File: src/hdl/vns_pkg.sv
// Package for the 2D vector normalise-and-scale block.
// Widths, register indexes and shared types; no dependencies.
package vns_pkg;
  localparam int unsigned CoordBits = 10;
  localparam int unsigned FracBits  = 8;
  localparam int unsigned SpeedBits = 5;
  localparam int unsigned VelBits   = 14;
  localparam int unsigned SqBits    = 2 * CoordBits + 1;
  localparam int unsigned RootBits  = (SqBits + 1) / 2;
  localparam int unsigned NumBits   = CoordBits + SpeedBits + FracBits;
  localparam int unsigned QuoBits   = NumBits;
  localparam int unsigned CfgIdxBits = 2;
  localparam int unsigned CfgDataBits = 16;
  localparam logic [SpeedBits-1:0] SpeedReset = SpeedBits'(18);

  typedef enum logic [CfgIdxBits-1:0] {
    CfgOriginX = 2'd0,
    CfgOriginY = 2'd1,
    CfgSpeed   = 2'd2
  } cfg_idx_e;

  typedef logic [CoordBits-1:0] coord_t;
  typedef logic signed [VelBits-1:0] vel_t;
endpackage

File: src/hdl/vector_normalize_scale_2d.sv
// Top level: pipelined 2D vector normalise and scale.
// Depends on vns_pkg.
//
// Usage: pulse start with target_x_i/target_y_i while busy is low; busy
// is never raised, so one item may enter every cycle. cfg_valid_i with
// cfg_index_i/cfg_data_i writes origin_x (0), origin_y (1) or speed (2);
// cfg_ready_o is always high, other indexes are ignored. Write only when idle.
// Each item gives one result on velocity_x_o, velocity_y_o, zero_length_o,
// marked by done_o for one cycle; throughput is one item per cycle. Each
// item passes the difference stage, the square and numerator stage, the
// restoring square root (one result bit per stage), the restoring divider
// (one quotient bit per stage) and the output stage, in that order.
// The receiver cannot stall; results are never held back.
// Reset clears all valid bits and sets origin to 0, speed to 18.
module vector_normalize_scale_2d (
  input  logic                               clk_i,
  input  logic                               rst_ni,
  input  logic                               start,
  output logic                               busy,
  input  logic [vns_pkg::CoordBits-1:0]      target_x_i,
  input  logic [vns_pkg::CoordBits-1:0]      target_y_i,
  input  logic                               cfg_valid_i,
  output logic                               cfg_ready_o,
  input  logic [vns_pkg::CfgIdxBits-1:0]     cfg_index_i,
  input  logic [vns_pkg::CfgDataBits-1:0]    cfg_data_i,
  output logic                               done_o,
  output logic signed [vns_pkg::VelBits-1:0] velocity_x_o,
  output logic signed [vns_pkg::VelBits-1:0] velocity_y_o,
  output logic                               zero_length_o
);
  import vns_pkg::*;

  localparam int unsigned RS = RootBits;
  localparam int unsigned DS = QuoBits;
  localparam int unsigned RemW = RootBits + 2;

  coord_t ox_q, oy_q;
  logic [SpeedBits-1:0] spd_q;

  assign busy = 1'b0;
  assign cfg_ready_o = 1'b1;

  always_ff @(posedge clk_i or negedge rst_ni) begin
    if (!rst_ni) begin
      ox_q <= '0;
      oy_q <= '0;
      spd_q <= SpeedReset;
    end else if (cfg_valid_i) begin
      unique case (cfg_index_i)
        CfgOriginX: ox_q <= cfg_data_i[CoordBits-1:0];
        CfgOriginY: oy_q <= cfg_data_i[CoordBits-1:0];
        CfgSpeed:   spd_q <= cfg_data_i[SpeedBits-1:0];
        default: ;
      endcase
    end
  end

  // stage 0: differences
  logic v0_q, nx0_q, ny0_q;
  coord_t mx0_q, my0_q;
  always_ff @(posedge clk_i or negedge rst_ni) begin
    if (!rst_ni) v0_q <= 1'b0;
    else v0_q <= start;
  end
  always_ff @(posedge clk_i) begin
    nx0_q <= target_x_i < ox_q;
    ny0_q <= target_y_i < oy_q;
    mx0_q <= (target_x_i < ox_q) ? ox_q - target_x_i : target_x_i - ox_q;
    my0_q <= (target_y_i < oy_q) ? oy_q - target_y_i : target_y_i - oy_q;
  end

  // stage 1: squares and numerators
  logic v1_q, nx1_q, ny1_q;
  logic [SqBits-1:0] sq1_q;
  logic [NumBits-1:0] numx1_q, numy1_q;
  always_ff @(posedge clk_i or negedge rst_ni) begin
    if (!rst_ni) v1_q <= 1'b0;
    else v1_q <= v0_q;
  end
  always_ff @(posedge clk_i) begin
    nx1_q <= nx0_q;
    ny1_q <= ny0_q;
    sq1_q <= SqBits'(mx0_q * mx0_q) + SqBits'(my0_q * my0_q);
    numx1_q <= {NumBits'(mx0_q * spd_q)} << FracBits;
    numy1_q <= {NumBits'(my0_q * spd_q)} << FracBits;
  end

  // square root: one result bit per stage
  logic [RS:1] sv_q;
  logic [RS:1][2*RS-1:0] srad_q;
  logic [RS:1][RemW-1:0] srem_q;
  logic [RS:1][RootBits-1:0] sroot_q;
  logic [RS:1][NumBits-1:0] snx_q, sny_q;
  logic [RS:1] snegx_q, snegy_q;

  for (genvar s = 0; s < RS; s++) begin : g_sqrt
    logic v_w, negx_w, negy_w;
    logic [2*RS-1:0] rad_w;
    logic [RemW-1:0] remi_w, rem_w, trial_w;
    logic [RootBits-1:0] root_w;
    logic [NumBits-1:0] nx_w, ny_w;
    if (s == 0) begin : g_in
      assign v_w = v1_q;
      assign rad_w = (2*RS)'(sq1_q);
      assign remi_w = '0;
      assign root_w = '0;
      assign nx_w = numx1_q;
      assign ny_w = numy1_q;
      assign negx_w = nx1_q;
      assign negy_w = ny1_q;
    end else begin : g_in
      assign v_w = sv_q[s];
      assign rad_w = srad_q[s];
      assign remi_w = srem_q[s];
      assign root_w = sroot_q[s];
      assign nx_w = snx_q[s];
      assign ny_w = sny_q[s];
      assign negx_w = snegx_q[s];
      assign negy_w = snegy_q[s];
    end
    assign rem_w = {remi_w[RemW-3:0], rad_w[2*RS-1 -: 2]};
    assign trial_w = {root_w, 2'b01};
    always_ff @(posedge clk_i or negedge rst_ni) begin
      if (!rst_ni) sv_q[s+1] <= 1'b0;
      else sv_q[s+1] <= v_w;
    end
    always_ff @(posedge clk_i) begin
      srad_q[s+1] <= rad_w << 2;
      if (rem_w >= trial_w) begin
        srem_q[s+1] <= rem_w - trial_w;
        sroot_q[s+1] <= {root_w[RootBits-2:0], 1'b1};
      end else begin
        srem_q[s+1] <= rem_w;
        sroot_q[s+1] <= {root_w[RootBits-2:0], 1'b0};
      end
      snx_q[s+1] <= nx_w;
      sny_q[s+1] <= ny_w;
      snegx_q[s+1] <= negx_w;
      snegy_q[s+1] <= negy_w;
    end
  end

  // divider: both components, one quotient bit per stage
  logic [DS:1] dv_q;
  logic [DS:1][RootBits-1:0] dd_q;
  logic [DS:1][NumBits-1:0] dnx_q, dny_q;
  logic [DS:1][RootBits:0] drx_q, dry_q;
  logic [DS:1] dnegx_q, dnegy_q;

  for (genvar s = 0; s < DS; s++) begin : g_div
    logic v_w, negx_w, negy_w;
    logic [RootBits-1:0] d_w;
    logic [NumBits-1:0] nx_w, ny_w;
    logic [RootBits:0] rx_w, ry_w;
    logic [RootBits:0] px_w, py_w, dw;
    if (s == 0) begin : g_in
      assign v_w = sv_q[RS];
      assign d_w = sroot_q[RS];
      assign nx_w = snx_q[RS];
      assign ny_w = sny_q[RS];
      assign rx_w = '0;
      assign ry_w = '0;
      assign negx_w = snegx_q[RS];
      assign negy_w = snegy_q[RS];
    end else begin : g_in
      assign v_w = dv_q[s];
      assign d_w = dd_q[s];
      assign nx_w = dnx_q[s];
      assign ny_w = dny_q[s];
      assign rx_w = drx_q[s];
      assign ry_w = dry_q[s];
      assign negx_w = dnegx_q[s];
      assign negy_w = dnegy_q[s];
    end
    assign px_w = {rx_w[RootBits-1:0], nx_w[NumBits-1]};
    assign py_w = {ry_w[RootBits-1:0], ny_w[NumBits-1]};
    assign dw = {1'b0, d_w};
    always_ff @(posedge clk_i or negedge rst_ni) begin
      if (!rst_ni) dv_q[s+1] <= 1'b0;
      else dv_q[s+1] <= v_w;
    end
    always_ff @(posedge clk_i) begin
      dd_q[s+1] <= d_w;
      dnegx_q[s+1] <= negx_w;
      dnegy_q[s+1] <= negy_w;
      if (px_w >= dw) begin
        drx_q[s+1] <= px_w - dw;
        dnx_q[s+1] <= {nx_w[NumBits-2:0], 1'b1};
      end else begin
        drx_q[s+1] <= px_w;
        dnx_q[s+1] <= {nx_w[NumBits-2:0], 1'b0};
      end
      if (py_w >= dw) begin
        dry_q[s+1] <= py_w - dw;
        dny_q[s+1] <= {ny_w[NumBits-2:0], 1'b1};
      end else begin
        dry_q[s+1] <= py_w;
        dny_q[s+1] <= {ny_w[NumBits-2:0], 1'b0};
      end
    end
  end

  // output stage: saturate, sign, zero-length
  localparam logic [QuoBits-1:0] VelMax = QuoBits'((1 << (VelBits - 1)) - 1);

  function automatic vel_t sat(input logic neg, input logic [QuoBits-1:0] q);
    logic [QuoBits-1:0] m;
    begin
      if (neg) begin
        m = (q > VelMax + 1'b1) ? VelMax + 1'b1 : q;
        sat = vel_t'(-m[VelBits-1:0]);
      end else begin
        m = (q > VelMax) ? VelMax : q;
        sat = vel_t'(m[VelBits-1:0]);
      end
    end
  endfunction

  logic done_q, zl_q;
  vel_t vx_q, vy_q;
  logic zl_w;
  assign zl_w = (dd_q[DS] == '0);

  always_ff @(posedge clk_i or negedge rst_ni) begin
    if (!rst_ni) done_q <= 1'b0;
    else done_q <= dv_q[DS];
  end
  always_ff @(posedge clk_i) begin
    zl_q <= zl_w;
    vx_q <= zl_w ? '0 : sat(dnegx_q[DS], dnx_q[DS]);
    vy_q <= zl_w ? '0 : sat(dnegy_q[DS], dny_q[DS]);
  end

  assign done_o = done_q;
  assign velocity_x_o = vx_q;
  assign velocity_y_o = vy_q;
  assign zero_length_o = zl_q;

`ifndef SYNTHESIS
  a_zero_vel: assert property (@(posedge clk_i) disable iff (!rst_ni)
    done_o && zero_length_o |-> velocity_x_o == '0 && velocity_y_o == '0)
    else $error("zero length with nonzero velocity");
  a_lat: assert property (@(posedge clk_i) disable iff (!rst_ni)
    v1_q |-> ##(RS + DS + 1) done_o)
    else $error("item lost in pipeline");
  a_no_busy: assert property (@(posedge clk_i) disable iff (!rst_ni) !busy)
    else $error("busy raised");
`endif
endmodule

File: config.mk
export PLATFORM = sky130hd
export DESIGN_NAME = vector_normalize_scale_2d
export DESIGN_NICKNAME = d
export VERILOG_FILES = /design/src/hdl/vns_pkg.sv /design/src/hdl/vector_normalize_scale_2d.sv
export SDC_FILE = /design/constraint.sdc
export NUM_CORES = 2
export LEC_CHECK = 0
export ABC_AREA = 1
export BUFFER_PORTS_ARGS = -buffer_cell sky130_fd_sc_hd__buf_2
export CORE_ASPECT_RATIO = 1.1
export CORE_MARGIN = 3
export CORE_UTILIZATION = 25
export CTS_CLUSTER_DIAMETER = 50
export DETAILED_ROUTE_END_ITERATION = 6
export PLACE_DENSITY = 0.48
export SYNTH_ARGS = -nofsm -noshare
export SYNTH_HDL_FRONTEND = slang
export SYNTH_SLANG_ARGS = --single-unit
File: constraint.sdc
create_clock -name clk_i -period 13.1 [get_ports clk_i]
set_clock_uncertainty 0.15 [all_clocks]
set_input_delay 1.965 -clock clk_i [delete_from_list [all_inputs] [get_ports clk_i]]
set_output_delay 1.965 -clock clk_i [all_outputs]
set_load 0.02 [all_outputs]
==> results.md <==
### Run status
* run status: complete, no violations

### Clocking
* Post-CTS Resized: 0
* largest buffer count on any clock path: 4
* number of buffers inserted by hold repair at cts: 0
* clock sink count: 2333
* post-CTS setup repair buffer count: 0
* CTS Buf Count: 268
* Skew-Pair Late Insertion Delay: 0.85 ns
* clock transition at the registers of the reported paths: 0.06 ns
* CTS H-tree lvls: 5
* master cell of the clock root buffer: sky130_fd_sc_hd__clkbuf_16
* TritonCTS clock tree: built

### Placed design
* area of placed instances: 0.0949 mm2
* DP Wirelength: 154000 um
* Port Buf Inserts: 65
* worst slack at placement: 6.20 ns
* gpl congestion: 0.847

### Timing
* count of final max-slew check failures: 0
* total setup violations reported at the end of the flow: 0
* worst-case setup margin in the final layout: 6.26 ns
* Worst Max-Slew Pin Slew: 1.08 ns
* unrepaired setup endpoints after global routing: false
* final-report hold violation count: 0
* period utilization: 0.522
* highest attainable clock frequency: 146 MHz
* setup tns final: 0 ns
* worst slew margin relative to its limit: 0.280
* min Tclk post-route: 6.84 ns
* minimum hold slack: 0.155 ns

### Synth
* dominant synthesized flop cell: sky130_fd_sc_hd__dfxtp_1
* post-synthesis instance area: 0.0893 mm2
* post-synthesis cell type count: 67
* post-synthesis async set-or-reset flop share: 0.0266
* share of the yosys chip area belonging to registers: 0.527
* count of flip-flops with a built-in enable after synthesis: 0
* number of register bits inferred by synthesis: 2333
* Yosys warning count: 0
* Post-Synthesis Cells: 9140
* Post-Syn Area per Cell: 9.77 um2

### Critical path
* maximum net fanout on the critical path: 15
* crit path launch: mx0_q[0]
* Crit. path cell count: 20
* critical path endpoint category: flip-flop
* reg-to-reg startpoint: mx0_q[0]
* number of buffers and inverters on the critical path: 3
* crit start category: flip-flop
* library cell contributing the largest single delay on the critical path: sky130_fd_sc_hd__dfxtp_1
* Top delay family on crit path: adder cells
* required time worst endpoint: 13.66 ns
* critical path capture point: sq1_q[17]
* data arrival time of the critical path: 7.40 ns
* Critical Setup Path Class: flip-flop to flip-flop
* cell chain of the critical path: nand2_1, fa_1, fa_1, inv_1, fa_1, fa_1, fa_1, fa_1, inv_1, fa_1, inv_1, ha_1, nand2_1, nor2_1, a211oi_1, o21ai_0, a21oi_1, o21ai_0, nand2_1, nand2_1
* setup slack of the most critical reg-to-reg path: 6.26 ns
* delay of the slowest cell on the worst path: 0.81 ns
* worst reg2reg path endpoint: sq1_q[17]
* Most common cell on crit path: sky130_fd_sc_hd__fa_1
* number of cells on the worst reg-to-reg path: 20

### Floorplanning
* Total Die Area: 0.364 mm2
* die boundary width: 576 um
* total I/O pin count: 74
* die span in y: 633 um
* Rows: 229
* starting density of the core: 0.252
* core footprint: 0.355 mm2

### Route
* post-DR wirelength/cell: 13.7 um
* via/cell ratio: 3.97
* post-detailed-routing wire length: 195000 um
* post-detailed-route DRC marker count: 0
* via count: 56.8k
* number of optimization iterations in the first detailed-route pass: 5
* post-detailed-route count of antenna-violating nets: 0
* number of DRC markers in iteration 0: 1901

### Finish
* layout cell share with drive strength beyond 1: 0.0772
* commonest non-fill, non-tap cells in the layout: 2271 x sky130_fd_sc_hd__dfxtp_1, 1384 x sky130_fd_sc_hd__nand2_1, 1323 x sky130_fd_sc_hd__inv_1
* most frequent standard cell in the layout excluding fill and tap cells: sky130_fd_sc_hd__dfxtp_1
* post-route cell area: 0.104 mm2
* NumNets Final: 10.4k
* P&R area growth vs syn: 16.5%
* number of fill cells in the layout: 37.4k

### GRT
* total congestion overflow: 0
* pin count of the biggest net entering global routing: 63
* via count of the first global-routing pass: 59.0k
* total track usage: 0.107
* first-pass GRT wire length: 309000 um
* antenna violations before repair: 4

### Flow run
* max-cap viol count: 0

### Min path
* min-delay worst type: flip-flop to flip-flop

## cells in the mapped netlist, types with 5 or more instances
cell / count / area share
sky130_fd_sc_hd__clkbuf_1: 52 / 0.0022
sky130_fd_sc_hd__o41ai_1: 8 / 0.00078
sky130_fd_sc_hd__o211ai_1: 10 / 0.00084
sky130_fd_sc_hd__a21oi_1: 610 / 0.034
sky130_fd_sc_hd__o21ai_0: 481 / 0.027
sky130_fd_sc_hd__nand2_2: 16 / 0.0011
sky130_fd_sc_hd__nand4_1: 49 / 0.0034
sky130_fd_sc_hd__buf_4: 17 / 0.0014
sky130_fd_sc_hd__and3_1: 15 / 0.0011
sky130_fd_sc_hd__a21boi_1: 6 / 0.00050
sky130_fd_sc_hd__o2111ai_1: 57 / 0.0056
sky130_fd_sc_hd__ha_1: 732 / 0.10
sky130_fd_sc_hd__nand3b_1: 5 / 0.00042
sky130_fd_sc_hd__nand2_1: 1384 / 0.058
sky130_fd_sc_hd__a21oi_2: 20 / 0.0020
sky130_fd_sc_hd__o21ai_1: 42 / 0.0024
sky130_fd_sc_hd__inv_1: 1323 / 0.056
sky130_fd_sc_hd__a21o_1: 58 / 0.0049
sky130_fd_sc_hd__nand3_1: 233 / 0.013
sky130_fd_sc_hd__xnor2_1: 202 / 0.020
sky130_fd_sc_hd__xor2_1: 263 / 0.026
sky130_fd_sc_hd__dfxtp_1: 2271 / 0.51
sky130_fd_sc_hd__dfrtp_1: 60 / 0.017
sky130_fd_sc_hd__o31ai_1: 45 / 0.0038
sky130_fd_sc_hd__a31oi_1: 18 / 0.0013
sky130_fd_sc_hd__fa_1: 223 / 0.050
sky130_fd_sc_hd__nor4_1: 13 / 0.00091
sky130_fd_sc_hd__a211oi_1: 19 / 0.0016
sky130_fd_sc_hd__o21a_1: 11 / 0.00092
sky130_fd_sc_hd__inv_2: 30 / 0.0013
sky130_fd_sc_hd__nor2_1: 478 / 0.020
sky130_fd_sc_hd__o21bai_1: 14 / 0.0012
sky130_fd_sc_hd__buf_6: 11 / 0.0014
sky130_fd_sc_hd__or2_2: 31 / 0.0022
sky130_fd_sc_hd__o21ai_2: 100 / 0.0098
sky130_fd_sc_hd__buf_2: 42 / 0.0024
sky130_fd_sc_hd__nor3_1: 115 / 0.0064
sky130_fd_sc_hd__o21bai_2: 7 / 0.00088
sky130_fd_sc_hd__a21boi_0: 9 / 0.00076
sky130_fd_sc_hd__a41oi_1: 11 / 0.0011
## worst min path at each step
| stage | start | to | slack (ns) | cells past startpoint |
|---|---|---|---|---|
| global route | g_sqrt[1].ny_w[11] | g_sqrt[2].ny_w[11] | 0.16 | 0 |
| global placement | g_div[5].ny_w[4] | g_div[6].ny_w[5] | 0.16 | 0 |
| detailed placement | g_div[22].nx_w[20] | dnx_q[527] | 0.16 | 0 |
| floorplan | g_div[22].negx_w | dnegx_q[23] | 0.16 | 0 |
| finish | g_sqrt[1].ny_w[11] | g_sqrt[2].ny_w[11] | 0.16 | 0 |
| CTS | g_sqrt[1].ny_w[11] | g_sqrt[2].ny_w[11] | 0.15 | 0 |
## layer usage
| layer | GRT usage | vias up | share of wire |
|---|---|---|---|
| li1 | - | 29900 | - |
| met1 | 0.0972 | 25700 | 0.35 |
| met2 | 0.224 | 702 | 0.57 |
| met4 | 0.0470 | 0 | 0.047 |
| met3 | 0.0167 | 410 | 0.028 |
| met5 | 0 | - | 0 |
## per-stage QoR
stage          std cells  utilization
2_1_floorplan       9141            -
3_3_place_gp       13800        0.268
3_5_place_dp       13800        0.268
4_1_cts            14300        0.293
5_1_grt            14300        0.293
6_report           14300        0.293
## registers in the layout, indices dropped and copies added, names as in the netlist, 55 cells and up
name / flops
g_sqrt.remi_w: 94
g_sqrt.root_w: 55
g_div.d_w: 253
g_sqrt.rad_w: 110
g_div.ny_w: 373
g_div.rx_w: 242
g_div.nx_w: 373
g_sqrt.nx_w: 165
g_div.ry_w: 242
g_sqrt.ny_w: 165
## area by class of cell
| class | count | area (um2) | area share |
|---|---|---|---|
| sequential | 2333 | 47000 | 0.452 |
| multi-input combinational | 5326 | 36500 | 0.351 |
| clock buffer | 349 | 7480 | 0.0719 |
| tap | 4735 | 5920 | 0.0569 |
| inverter | 1355 | 5090 | 0.0489 |
| clock inverter | 131 | 1650 | 0.0159 |
| timing repair buffer | 73 | 385 | 0.00370 |
| antenna | 2 | 5.00 | 0.0000481 |
## cells by family (layout without fill, tap and decap cells)
family	count (synthesis)	after routing	share of synthesized area
AOI/OAI and AO/OA	1544	1544	0.101
xor gates and xnor gates	465	465	0.0456
adders and majority gates	955	955	0.153
buffers and inverters	1482	1908	0.0648
DFF	2333	2333	0.527
muxes	2	2	0.000252
other	2	5	0.0000841
and+or+nand+nor	2357	2357	0.109
Power is not shown: default switching activity piles up to over one toggle a cycle in this logic, so the estimate is an artifact.
